**src/rtl/core/ppab_pkg.sv**
```systemverilog
package ppab_pkg;

  localparam int unsigned CH_BITS   = 8;
  localparam int unsigned WORD_BITS = 32;
  localparam int unsigned CFG_IDX_W = 3;

  localparam logic [WORD_BITS-1:0] RST_RED_MASK   = 32'h00FF_0000;
  localparam logic [WORD_BITS-1:0] RST_GREEN_MASK = 32'h0000_FF00;
  localparam logic [WORD_BITS-1:0] RST_BLUE_MASK  = 32'h0000_00FF;

  typedef enum logic [CFG_IDX_W-1:0] {
    REG_RED_MASK     = 3'd0,
    REG_GREEN_MASK   = 3'd1,
    REG_BLUE_MASK    = 3'd2,
    REG_PIXEL_FORMAT = 3'd3,
    REG_MSB_FIRST    = 3'd4
  } ppab_reg_t;

  typedef enum logic [1:0] {
    FMT_PALETTE   = 2'd0,
    FMT_TWO_BYTE  = 2'd1,
    FMT_FOUR_BYTE = 2'd2
  } ppab_fmt_t;

  // ls: 0..32, rs: 0..8
  typedef struct packed {
    logic [5:0] ls;
    logic [3:0] rs;
  } ppab_shift_t;

  typedef struct packed {
    logic       mode;
    logic [7:0] src_r;
    logic [7:0] src_g;
    logic [7:0] src_b;
    logic [7:0] old_r;
    logic [7:0] old_g;
    logic [7:0] old_b;
    logic [7:0] inv_alpha;
    logic [31:0] packed_src;
  } ppab_s1_t;

  typedef struct packed {
    logic        mode;
    logic [7:0]  src_r;
    logic [7:0]  src_g;
    logic [7:0]  src_b;
    logic [15:0] prod_r;
    logic [15:0] prod_g;
    logic [15:0] prod_b;
    logic [31:0] packed_src;
  } ppab_s2_t;

  typedef struct packed {
    logic        mode;
    logic [7:0]  col_r;
    logic [7:0]  col_g;
    logic [7:0]  col_b;
    logic [31:0] packed_src;
  } ppab_s3_t;

  // Trailing zero count, 32 for an all-zero word
  function automatic logic [5:0] tz32(input logic [WORD_BITS-1:0] m);
    logic [5:0] n;
    n = 6'd32;
    for (int i = WORD_BITS - 1; i >= 0; i--) begin
      if (m[i]) begin
        n = 6'(i);
      end
    end
    return n;
  endfunction

  function automatic ppab_shift_t mask_shift(input logic [WORD_BITS-1:0] m);
    logic [5:0]           tz;
    logic [5:0]           run;
    logic [WORD_BITS-1:0] x;
    ppab_shift_t          sh;
    tz  = tz32(m);
    x   = m >> tz;
    run = tz32(~x);
    if (run > 6'(CH_BITS)) begin
      // run wider than a channel: drop the low bits of the field
      sh.ls = tz + run - 6'(CH_BITS);
      sh.rs = 4'd0;
    end else begin
      sh.ls = tz;
      sh.rs = 4'(6'(CH_BITS) - run);
    end
    return sh;
  endfunction

  function automatic logic [WORD_BITS-1:0] pack_chan(input logic [7:0] c,
                                                     input ppab_shift_t sh);
    logic [WORD_BITS-1:0] w;
    w = {24'd0, c >> sh.rs};
    return w << sh.ls;
  endfunction

  function automatic logic [7:0] extract_chan(input logic [WORD_BITS-1:0] v,
                                              input ppab_shift_t sh);
    logic [WORD_BITS-1:0] w;
    w = (v >> sh.ls) << sh.rs;
    return w[7:0];
  endfunction

  // Memory byte order to native value (and back: the mapping is its own inverse)
  function automatic logic [WORD_BITS-1:0] reorder(input logic [WORD_BITS-1:0] b,
                                                   input logic [1:0] fmt,
                                                   input logic msb);
    logic [WORD_BITS-1:0] v;
    if (fmt == FMT_PALETTE) begin
      v = {24'd0, b[7:0]};
    end else if (fmt == FMT_TWO_BYTE) begin
      v = msb ? {16'd0, b[7:0], b[15:8]} : {16'd0, b[15:0]};
    end else begin
      v = msb ? {b[7:0], b[15:8], b[23:16], b[31:24]} : b;
    end
    return v;
  endfunction

endpackage

```
**src/rtl/core/ppab_in_if.sv**
```systemverilog
interface ppab_in_if;
  logic        valid;
  logic        ready;
  logic        mode;
  logic [7:0]  red;
  logic [7:0]  green;
  logic [7:0]  blue;
  logic [7:0]  alpha;
  logic [31:0] old_bytes;

  modport source (output valid, output mode, output red, output green, output blue,
                  output alpha, output old_bytes, input ready);
  modport sink (input valid, input mode, input red, input green, input blue,
                input alpha, input old_bytes, output ready);
endinterface

```
**src/rtl/core/ppab_out_if.sv**
```systemverilog
interface ppab_out_if;
  logic        valid;
  logic        ready;
  logic [31:0] new_bytes;
  logic [31:0] pixel_value;

  modport source (output valid, output new_bytes, output pixel_value, input ready);
  modport sink (input valid, input new_bytes, input pixel_value, output ready);
endinterface

```
**src/rtl/core/pixel_pack_and_alpha_blend.sv**
```systemverilog
// Channel  | Dir | Handshake     | Payload
// in_ch    | in  | valid/ready   | mode, red, green, blue, alpha, old_bytes
// out_ch   | out | valid/ready   | new_bytes, pixel_value
// cfg      | in  | cfg_we        | cfg_index, cfg_wdata (write only)
//
// Four register stages: extract, multiply, divide by 255 and add, pack.
// One request per clock while out_ch is not stalled; out_ch.valid rises once a request has passed every stage.
// Channel shifts are worked out when a mask is written and held in registers.
// rst_n is synchronous; it empties the pipe and restores the reset masks.
// A stall on out_ch holds the last stage; bubbles in earlier stages still fill.
module pixel_pack_and_alpha_blend (
  input  logic                             clk,
  input  logic                             rst_n,
  ppab_in_if.sink                          in_ch,
  ppab_out_if.source                       out_ch,
  input  logic                             cfg_we,
  input  logic [ppab_pkg::CFG_IDX_W-1:0]   cfg_index,
  input  logic [ppab_pkg::WORD_BITS-1:0]   cfg_wdata
);

  ppab_pkg::ppab_shift_t shift_r [3];
  logic [1:0]            fmt_r;
  logic                  msb_r;

  always_ff @(posedge clk) begin
    if (!rst_n) begin
      shift_r[0] <= ppab_pkg::mask_shift(ppab_pkg::RST_RED_MASK);
      shift_r[1] <= ppab_pkg::mask_shift(ppab_pkg::RST_GREEN_MASK);
      shift_r[2] <= ppab_pkg::mask_shift(ppab_pkg::RST_BLUE_MASK);
      fmt_r      <= ppab_pkg::FMT_FOUR_BYTE;
      msb_r      <= 1'b0;
    end else if (cfg_we) begin
      unique case (cfg_index)
        ppab_pkg::REG_RED_MASK:     shift_r[0] <= ppab_pkg::mask_shift(cfg_wdata);
        ppab_pkg::REG_GREEN_MASK:   shift_r[1] <= ppab_pkg::mask_shift(cfg_wdata);
        ppab_pkg::REG_BLUE_MASK:    shift_r[2] <= ppab_pkg::mask_shift(cfg_wdata);
        ppab_pkg::REG_PIXEL_FORMAT: fmt_r      <= cfg_wdata[1:0];
        ppab_pkg::REG_MSB_FIRST:    msb_r      <= cfg_wdata[0];
        default: ;
      endcase
    end
  end

  logic is_pal;
  assign is_pal = (fmt_r == ppab_pkg::FMT_PALETTE);

  // pipe control
  logic v1_r, v2_r, v3_r, v4_r;
  logic rdy1, rdy2, rdy3, rdy4;

  assign rdy4        = !v4_r || out_ch.ready;
  assign rdy3        = !v3_r || rdy4;
  assign rdy2        = !v2_r || rdy3;
  assign rdy1        = !v1_r || rdy2;
  assign in_ch.ready = rdy1;

  always_ff @(posedge clk) begin
    if (!rst_n) begin
      v1_r <= 1'b0;
      v2_r <= 1'b0;
      v3_r <= 1'b0;
      v4_r <= 1'b0;
    end else begin
      if (rdy1) v1_r <= in_ch.valid;
      if (rdy2) v2_r <= v1_r;
      if (rdy3) v3_r <= v2_r;
      if (rdy4) v4_r <= v3_r;
    end
  end

  // stage 1: old pixel to native value, channel extraction, source pack
  ppab_pkg::ppab_s1_t s1_nxt, s1_r;
  logic [31:0]        old_v;

  always_comb begin
    old_v = ppab_pkg::reorder(in_ch.old_bytes, fmt_r, msb_r);
    if (is_pal) begin
      old_v = {24'd0, ~old_v[7:0]};
    end
    s1_nxt.mode       = in_ch.mode;
    s1_nxt.src_r      = in_ch.red;
    s1_nxt.src_g      = in_ch.green;
    s1_nxt.src_b      = in_ch.blue;
    s1_nxt.old_r      = ppab_pkg::extract_chan(old_v, shift_r[0]);
    s1_nxt.old_g      = ppab_pkg::extract_chan(old_v, shift_r[1]);
    s1_nxt.old_b      = ppab_pkg::extract_chan(old_v, shift_r[2]);
    s1_nxt.inv_alpha  = ~in_ch.alpha;
    s1_nxt.packed_src = ppab_pkg::pack_chan(in_ch.red, shift_r[0])
                      | ppab_pkg::pack_chan(in_ch.green, shift_r[1])
                      | ppab_pkg::pack_chan(in_ch.blue, shift_r[2]);
  end

  always_ff @(posedge clk) begin
    if (rdy1) s1_r <= s1_nxt;
  end

  // stage 2: old channel times (255 - alpha)
  ppab_pkg::ppab_s2_t s2_nxt, s2_r;

  always_comb begin
    s2_nxt.mode       = s1_r.mode;
    s2_nxt.src_r      = s1_r.src_r;
    s2_nxt.src_g      = s1_r.src_g;
    s2_nxt.src_b      = s1_r.src_b;
    s2_nxt.prod_r     = {8'd0, s1_r.old_r} * {8'd0, s1_r.inv_alpha};
    s2_nxt.prod_g     = {8'd0, s1_r.old_g} * {8'd0, s1_r.inv_alpha};
    s2_nxt.prod_b     = {8'd0, s1_r.old_b} * {8'd0, s1_r.inv_alpha};
    s2_nxt.packed_src = s1_r.packed_src;
  end

  always_ff @(posedge clk) begin
    if (rdy2) s2_r <= s2_nxt;
  end

  // stage 3: floor(p / 255) = (p + (p >> 8) + 1) >> 8, exact for p <= 255 * 255, added to the source channel
  ppab_pkg::ppab_s3_t s3_nxt, s3_r;
  logic [15:0]        qs_r, qs_g, qs_b;

  always_comb begin
    qs_r = s2_r.prod_r + {8'd0, s2_r.prod_r[15:8]} + 16'd1;
    qs_g = s2_r.prod_g + {8'd0, s2_r.prod_g[15:8]} + 16'd1;
    qs_b = s2_r.prod_b + {8'd0, s2_r.prod_b[15:8]} + 16'd1;
    s3_nxt.mode       = s2_r.mode;
    s3_nxt.col_r      = s2_r.src_r + qs_r[15:8];
    s3_nxt.col_g      = s2_r.src_g + qs_g[15:8];
    s3_nxt.col_b      = s2_r.src_b + qs_b[15:8];
    s3_nxt.packed_src = s2_r.packed_src;
  end

  always_ff @(posedge clk) begin
    if (rdy3) s3_r <= s3_nxt;
  end

  // stage 4: pack, cut to pixel width, memory byte order
  logic [31:0] res, new_bytes_nxt, pixel_value_nxt;
  logic [31:0] new_bytes_r, pixel_value_r;

  always_comb begin
    if (s3_r.mode) begin
      res = ppab_pkg::pack_chan(s3_r.col_r, shift_r[0])
          | ppab_pkg::pack_chan(s3_r.col_g, shift_r[1])
          | ppab_pkg::pack_chan(s3_r.col_b, shift_r[2]);
    end else begin
      res = s3_r.packed_src;
    end
    new_bytes_nxt = ppab_pkg::reorder(res, fmt_r, msb_r);
    if (is_pal) begin
      new_bytes_nxt   = {24'd0, ~res[7:0]};
      pixel_value_nxt = 32'd255 - s3_r.packed_src;
    end else begin
      pixel_value_nxt = s3_r.packed_src;
    end
  end

  always_ff @(posedge clk) begin
    if (rdy4) begin
      new_bytes_r   <= new_bytes_nxt;
      pixel_value_r <= pixel_value_nxt;
    end
  end

  assign out_ch.valid       = v4_r;
  assign out_ch.new_bytes   = new_bytes_r;
  assign out_ch.pixel_value = pixel_value_r;

endmodule

```
**src/flat_wrapper.sv**
```systemverilog
// flat-port wrapper written by rule: the top's interface ports become plain ports
module pixel_pack_and_alpha_blend_flat 
  (clk, rst_n, cfg_we, cfg_index, cfg_wdata, in_ch_valid, in_ch_mode, in_ch_red, in_ch_green, in_ch_blue, in_ch_alpha, in_ch_old_bytes, in_ch_ready, out_ch_valid, out_ch_new_bytes, out_ch_pixel_value, out_ch_ready);
  ppab_in_if in_ch_i ();
  ppab_out_if out_ch_i ();
  input  logic clk;
  input  logic rst_n;
  input  logic cfg_we;
  input  logic [ppab_pkg::CFG_IDX_W-1:0] cfg_index;
  input  logic [ppab_pkg::WORD_BITS-1:0] cfg_wdata;
  input wire logic [$bits(in_ch_i.valid)-1:0] in_ch_valid;
  input wire logic [$bits(in_ch_i.mode)-1:0] in_ch_mode;
  input wire logic [$bits(in_ch_i.red)-1:0] in_ch_red;
  input wire logic [$bits(in_ch_i.green)-1:0] in_ch_green;
  input wire logic [$bits(in_ch_i.blue)-1:0] in_ch_blue;
  input wire logic [$bits(in_ch_i.alpha)-1:0] in_ch_alpha;
  input wire logic [$bits(in_ch_i.old_bytes)-1:0] in_ch_old_bytes;
  output wire logic [$bits(in_ch_i.ready)-1:0] in_ch_ready;
  output wire logic [$bits(out_ch_i.valid)-1:0] out_ch_valid;
  output wire logic [$bits(out_ch_i.new_bytes)-1:0] out_ch_new_bytes;
  output wire logic [$bits(out_ch_i.pixel_value)-1:0] out_ch_pixel_value;
  input wire logic [$bits(out_ch_i.ready)-1:0] out_ch_ready;
  assign in_ch_i.valid = in_ch_valid;
  assign in_ch_i.mode = in_ch_mode;
  assign in_ch_i.red = in_ch_red;
  assign in_ch_i.green = in_ch_green;
  assign in_ch_i.blue = in_ch_blue;
  assign in_ch_i.alpha = in_ch_alpha;
  assign in_ch_i.old_bytes = in_ch_old_bytes;
  assign in_ch_ready = in_ch_i.ready;
  assign out_ch_valid = out_ch_i.valid;
  assign out_ch_new_bytes = out_ch_i.new_bytes;
  assign out_ch_pixel_value = out_ch_i.pixel_value;
  assign out_ch_i.ready = out_ch_ready;
  pixel_pack_and_alpha_blend u_core (.clk(clk), .rst_n(rst_n), .in_ch(in_ch_i), .out_ch(out_ch_i), .cfg_we(cfg_we), .cfg_index(cfg_index), .cfg_wdata(cfg_wdata));
endmodule
```
**config.mk**
```make
export PLATFORM = sky130hd
export DESIGN_NAME = pixel_pack_and_alpha_blend_flat
export DESIGN_NICKNAME = d
export VERILOG_FILES = /design/src/rtl/core/ppab_pkg.sv /design/src/rtl/core/ppab_in_if.sv /design/src/rtl/core/ppab_out_if.sv /design/src/rtl/core/pixel_pack_and_alpha_blend.sv /design/src/flat_wrapper.sv
export SDC_FILE = /design/constraint.sdc
export NUM_CORES = 2
export LEC_CHECK = 0
export ABC_CLOCK_PERIOD_IN_PS = 5900
export BUFFER_PORTS_ARGS = -buffer_cell sky130_fd_sc_hd__buf_2
export CAP_MARGIN = 30
export CORE_UTILIZATION = 45
export CTS_CLUSTER_DIAMETER = 120
export DETAILED_ROUTE_END_ITERATION = 10
export SETUP_SLACK_MARGIN = 0.2
export SYNTH_ARGS = -nofsm -noshare
export SYNTH_HDL_FRONTEND = slang
export SYNTH_SLANG_ARGS = --single-unit
```
**constraint.sdc**
```tcl
create_clock -name clk -period 5.9 [get_ports clk]
set_input_delay 0.59 -clock clk [delete_from_list [all_inputs] [get_ports clk]]
set_output_delay 0.59 -clock clk [all_outputs]
set_load 0.02 [all_outputs]
```
## Yosys cells after proc, flatten, opt, wreduce, memory -nomap -nowiden

Memory sizes are Yosys's and may differ from the RTL's.
Cells that the tools add are included.
W data, S select, Z words.

| word-level totals | value |
|---|---|
| register bits | 322 |
| bits in latches | 0 |
| RAM bits | 30 |
| bits in read-only memories | 0 |
| bits of input ports | 105 |
| output and inout port bits | 66 |
| logic and storage cells | 293 |
| memories | 1 |

| cells by class | value |
|---|---|
| add/subtract/negate cells | 19 |
| $mul | 3 |
| div/mod/pow operators | 0 |
| order comparisons | 3 |
| eq/ne operators | 5 |
| shifts and indexed selects | 21 |
| muxes and demuxes | 185 |
| bitwise gates (word level) | 13 |
| reduce and logical (&&, ||, !) cells | 12 |

Memory list:

| memory | words | width | read ports | clocked after Yosys merged registers in | wr ports | line | source |
|---|---|---|---|---|---|---|---|
| u_core.shift_r | 3 | 10 | 3 | 0 | 3 | pixel_pack_and_alpha_blend.sv:21 | `ppab_pkg::ppab_shift_t shift_r [3];` |

Operators with widths:

| operator | count |
|---|---|
| $mux W6 | 146 |
| $mux W32 | 8 |
| $shl A8 B6 Y32 | 6 |
| $shr A32 B6 Y32 | 6 |
| $mux W10 | 15 |
| $or A32 B32 Y32 | 4 |
| $not A32 Y32 | 3 |
| $shl A32 B4 Y8 | 3 |
| $add A16 B1 Y16 const B | 3 |
| $add A16 B8 Y16 | 3 |
| $mul A8 B8 Y16 | 3 |
| $shr A8 B4 Y8 | 6 |
| $mux W16 | 2 |
| $sub A8 B32 Y32 const A | 1 |
| $add A8 B8 Y8 | 3 |
| $not A8 Y8 | 3 |
| $add A6 B6 Y6 | 3 |
| $gt A6 B4 Y1 const B | 3 |
| $sub A6 B4 Y6 const B | 3 |
| $mux W1 | 13 |
| $sub A4 B4 Y4 const A | 3 |
| $mux W8 | 1 |
| $eq A3 B2 Y1 const B | 2 |
| $logic_not A1 Y1 | 4 |
| other kinds (8) | 14 |

## Longest topological paths before layout

| depth | value |
|---|---|
| depth in word-level cells | 79 |
| gate-level depth with buffers | 25 |
| mapped depth without buffers | 23 |

## Worst setup path after synthesis

Ideal clock, no wire load.

| path | value |
|---|---|
| kind | input port to flip-flop |
| start point | input cfg_wdata[11] (netlist name) |
| end point | memory u_core.shift_r[0][19] (netlist name) (data pin) |
| library setup time | 0.175 ns |
| arrival | 5.837 ns |
| required time | 5.725 ns |
| slack | -0.112 ns |
| cell stages on the path | 22 |
| path buffers | 2 |
| path through | or2_1 -> buf_2 -> or3_4 -> a2111o_1 -> nand2_1 -> clkbuf_1 -> a221oi_1 -> o32ai_1 -> nor3b_1 -> a22oi_1 -> o21ai_0 -> a21oi_1 -> o311a_1 -> o22ai_1 -> ha_1 -> ha_1 -> fa_1 -> a21o_1 -> a21oi_1 -> xnor2_1 -> or4_1 -> a31oi_1 |

RTL lines:

| element | line | source |
|---|---|---|
| start, declared | flat_wrapper.sv:10 | `input logic [ppab_pkg::WORD_BITS-1:0] cfg_wdata;` |
| end, declared | pixel_pack_and_alpha_blend.sv:21 |  |

==> summary.md <==
Power
• pwr/cell area: 251 nW/µm²
• leakage component of the power: 16.0 nW
• Peak supply drop: 0.245 mV

Global routing
• Overflow after GRT: 0
• global-route wire length before repair: 158,000 µm
• maximum number of pins on one net before global-route repair: 65
• GRT Overall Usage: 28.0%
• number of global-route vias before repair: 26.6k
• antenna violations before repair: 2

Timing
• final worst path period share: 92.0%
• Worst Hold Slack: 0.217 ns
• hold violation total from the final report: 0
• Final Max Slew Viols: 0
• Relative slew margins: 28.6%
• clock period minus final worst setup slack: 5.43 ns
• Fmax: 184 MHz
• setup clock skew after layout: 0.0295 ns
• slew of the pin with the lowest slew margin: 1.07 ns
• setup repair after global routing missed its margin: yes
• setup slack of the critical path after layout: 0.474 ns
• Setup-failing EPs final: 0

Synthesis
• net count of the mapped netlist: 3,839
• area fraction in and, or, nand and nor cells after synthesis: 15.1%
• number of synthesized flops with an enable pin: 345
• fraction of registers with async set/reset: 0%
• Avg Inst Size Synth: 9.29 µm²
• post-synthesis mux area share: 12.9%
• largest family of logic cells by synthesized area: compound AO/OA/AOI/OAI gates
• most frequent cells after synthesis: 345 x sky130_fd_sc_hd__edfxtp_1, 337 x sky130_fd_sc_hd__nand2_1, 307 x sky130_fd_sc_hd__nor2_1
• Synth Area in Adders: 13.2%
• Mapped Area: 32,200 µm²
• number of instances in the synthesized netlist: 3,461
• cell with the most instances after synthesis: sky130_fd_sc_hd__edfxtp_1
• count of warnings emitted by yosys: 0
• leading area contributor after synthesis: sky130_fd_sc_hd__edfxtp_1
• compound-gate portion of the synthesized area: 18.0%
• ys flop type: sky130_fd_sc_hd__edfxtp_1
• leading cell types by total area after synthesis: sky130_fd_sc_hd__edfxtp_1 32%, sky130_fd_sc_hd__mux2i_1 7.9%, sky130_fd_sc_hd__fa_1 7.0%, sky130_fd_sc_hd__ha_1 6.3%, sky130_fd_sc_hd__nand2_1 3.9%
• Netlist cell types: 82
• flops & latches, synth: 352
• area share of the largest cell type after synthesis: 32.2%
• synthesized-area fraction occupied by xor and xnor cells: 2.94%
• register area share after synthesis: 32.7%

Final layout
• number of diodes added for antenna fixing: 0
• count of nets after finishing: 4,041
• relative area change from synthesis to final layout: 13.7%
• ratio of cells with drive above 1 in the final layout: 16.8%
• Post-Layout Cell Count: 4,636
• Final Util: 52.0%
• Layout fillers: 6,608

Clock tree
• number of clock sinks: 352
• CTS H-tree lvls: 2
• Post-CTS Hold Buffers: 0
• clock insertion delay at the later pin of the skew report: 0.58 ns
• Max clock buf depth: 3
• cell chosen for the clock root: sky130_fd_sc_hd__clkbuf_16
• clock buffer count from CTS: 41
• clock-pin slew on the worst setup and hold paths: 0.06 ns
• CTS tree: done

Critical path
• CP startpoint kind: input port
• Critical Path Max Stage Delay: 0.46 ns
• standard cell with the maximum stage delay on the critical path: sky130_fd_sc_hd__or4_1
• required time at the endpoint of the critical path: 6.29 ns
• Worst Path Max Fanout: 4
• worst setup path category: input port to flip-flop
• sum of buffers and inverters on the critical path: 2
• WP data arrival: 5.82 ns
• series of cell instances along the critical path: buf_2 -> or2_1 -> or3_4 -> a2111o_1 -> buf_4 -> a211oi_4 -> nor3_2 -> or4_1 -> o211ai_1 -> a22oi_1 -> o21ai_1 -> a21oi_2 -> o311a_1 -> o22ai_2 -> ha_1 -> ha_1 -> fa_1 -> a21o_1 -> a21oi_1 -> xnor2_1 -> or4_1 -> a31oi_4
• cell class contributing the biggest share of worst-path delay: compound AO/OA/AOI/OAI gates
• crit end category: flip-flop

Min path
• type of the tightest min-delay check: input port to flip-flop

Detailed routing
• average routed wire per standard cell: 22.4 µm
• remaining routing DRC violations: 0
• number of nets with antenna violations after routing: 0
• total wirelength of the detailed-routed design: 104,000 µm
• routed wire length on met2: 46,600 µm
• detailed-route via count: 27.7k
• Metal-1 WL: 46,600 µm
• first-iteration detailed-routing DRC count: 2,772
• DR vias/cell: 5.98
• number of detailed-route iterations in the first pass: 6
• routed wire length on met3: 7500 µm
• top metal layer carrying routed signals: met5

Placed design
• gpl congestion: 1.02
• Placement Setup Slack: -0.167 ns
• number of buffers inserted by port buffering: 170
• cell count after placement: 4,557
• HPWL after detailed placement: 79,600 µm

Status
• result of the run: completed

Floorplan
• chip width: 269 µm
• Initial Util: 45.7%
• Die Area: 72,500 µm²
• number of cell rows: 97
• I/O pins: 171
• height of the die: 269 µm
• Std-Cell Core Area: 70,400 µm²

Flow run
• number of max-cap violations: 0

==> sequential cells by signal, summed over array words and instances, names as in the netlist, 2 cells and up <==
signal / cells
u_core.s1_r: 89
u_core.out_ch.new_bytes: 32
u_core.out_ch.pixel_value: 32
u_core.s2_r: 105
u_core.s3_r: 57
u_core.shift_r: 30
u_core.fmt_r: 2
==> cell usage in the layout (no fill, tap or decap), drive strengths merged, types with 10 or more instances in the layout <==
| cell type | synthesis | routed |
|---|---|---|
| a211oi | 41 | 41 |
| a21o | 25 | 25 |
| a21oi | 221 | 221 |
| a221oi | 22 | 22 |
| a22o | 22 | 22 |
| a22oi | 67 | 67 |
| a31oi | 21 | 21 |
| a32oi | 10 | 10 |
| and2 | 133 | 133 |
| and3 | 13 | 13 |
| buf | 48 | 367 |
| clkbuf | 160 | 52 |
| clkinv | 7 | 19 |
| edfxtp | 345 | 345 |
| fa | 112 | 112 |
| ha | 161 | 161 |
| inv | 225 | 228 |
| mux2 | 59 | 59 |
| mux2i | 253 | 253 |
| mux4 | 42 | 42 |
| nand2 | 337 | 337 |
| nand2b | 34 | 34 |
| nand3 | 36 | 36 |
| nor2 | 308 | 308 |
| nor2b | 40 | 40 |
| nor3 | 66 | 66 |
| nor4 | 12 | 12 |
| o211ai | 41 | 41 |
| o21a | 17 | 17 |
| o21ai | 208 | 208 |
| o21bai | 23 | 23 |
| o221ai | 10 | 10 |
| o22a | 38 | 38 |
| o22ai | 51 | 51 |
| o31ai | 12 | 12 |
| or2 | 21 | 21 |
| or3 | 12 | 12 |
| xnor2 | 74 | 74 |
| xor2 | 34 | 34 |
==> metal layers <==
layer	vias to the layer above	global-route usage [%]
li1	13000	-
met1	13500	40.2
met3	171	3.94
met2	1057	43.9
met5	-	0
met4	2	8.13
==> final timing paths <==
check	cells after the start	startpoint	slack [ns]	to
max reg2reg	19	u_core.s1_r[37]	0.75	u_core.s2_r[79]
max	22	cfg_wdata[11]	0.47	u_core.shift_r[0][19]
min	1	in_ch_blue[1]	0.22	u_core.s1_r[65]
min reg2reg	0	u_core.s1_r[11]	0.39	u_core.s2_r[11]
==> worst register-to-register path: cells and delay by family (launching register included) <==
family / cells / cell delay (ns)
fa+ha+maj: 5 / 2.27
compound gates: 7 / 1.07
flops: 1 / 0.87
simple gates: 3 / 0.43
buf+inv: 3 / 0.15
xor+xnor: 1 / 0.09
==> metrics by stage <==
step	TNS (ns)	power, mW	area (µm²)
floorplan	0	5.50	32200
global placement	-0.381	6.49	34900
detailed placement	-0.501	6.51	34900
CTS	0	9.15	36300
global route	0	9.65	36600
finish	0	9.17	36600
==> cell type report <==
cell class,instances,area [µm²],area share [%]
Multi-Input combinational cell,2669,20300,55.4
Sequential cell,352,10500,28.7
Timing Repair Buffer,367,2360,6.46
Tap cell,940,1180,3.22
Clock buffer,52,1110,3.03
Inverter,232,876,2.39
Clock inverter,24,268,0.732
==> cells by family after synthesis <==
group,count (synthesis)
AOI/OAI and AO/OA,889
xor gates and xnor gates,108
adders and majority gates,273
buffers and inverters,440
DFF,352
muxes,354
and+or+nand+nor,1045
==> repair_timing <==
action,4_1_cts,5_1_grt
buffers inserted,0,3
endpoints found under the setup margin,0,4
hold endpoints to repair,0,0
resized for setup,0,47
==> power breakdown <==
group	internal, mW	total, mW	switching [mW]
sequential	3.16	3.48	0.319
combinational	1.28	3.08	1.80
clock	1.52	2.61	1.09
total	5.96	9.17	3.21
No activity file was read; power rests on OpenSTA's default activity.
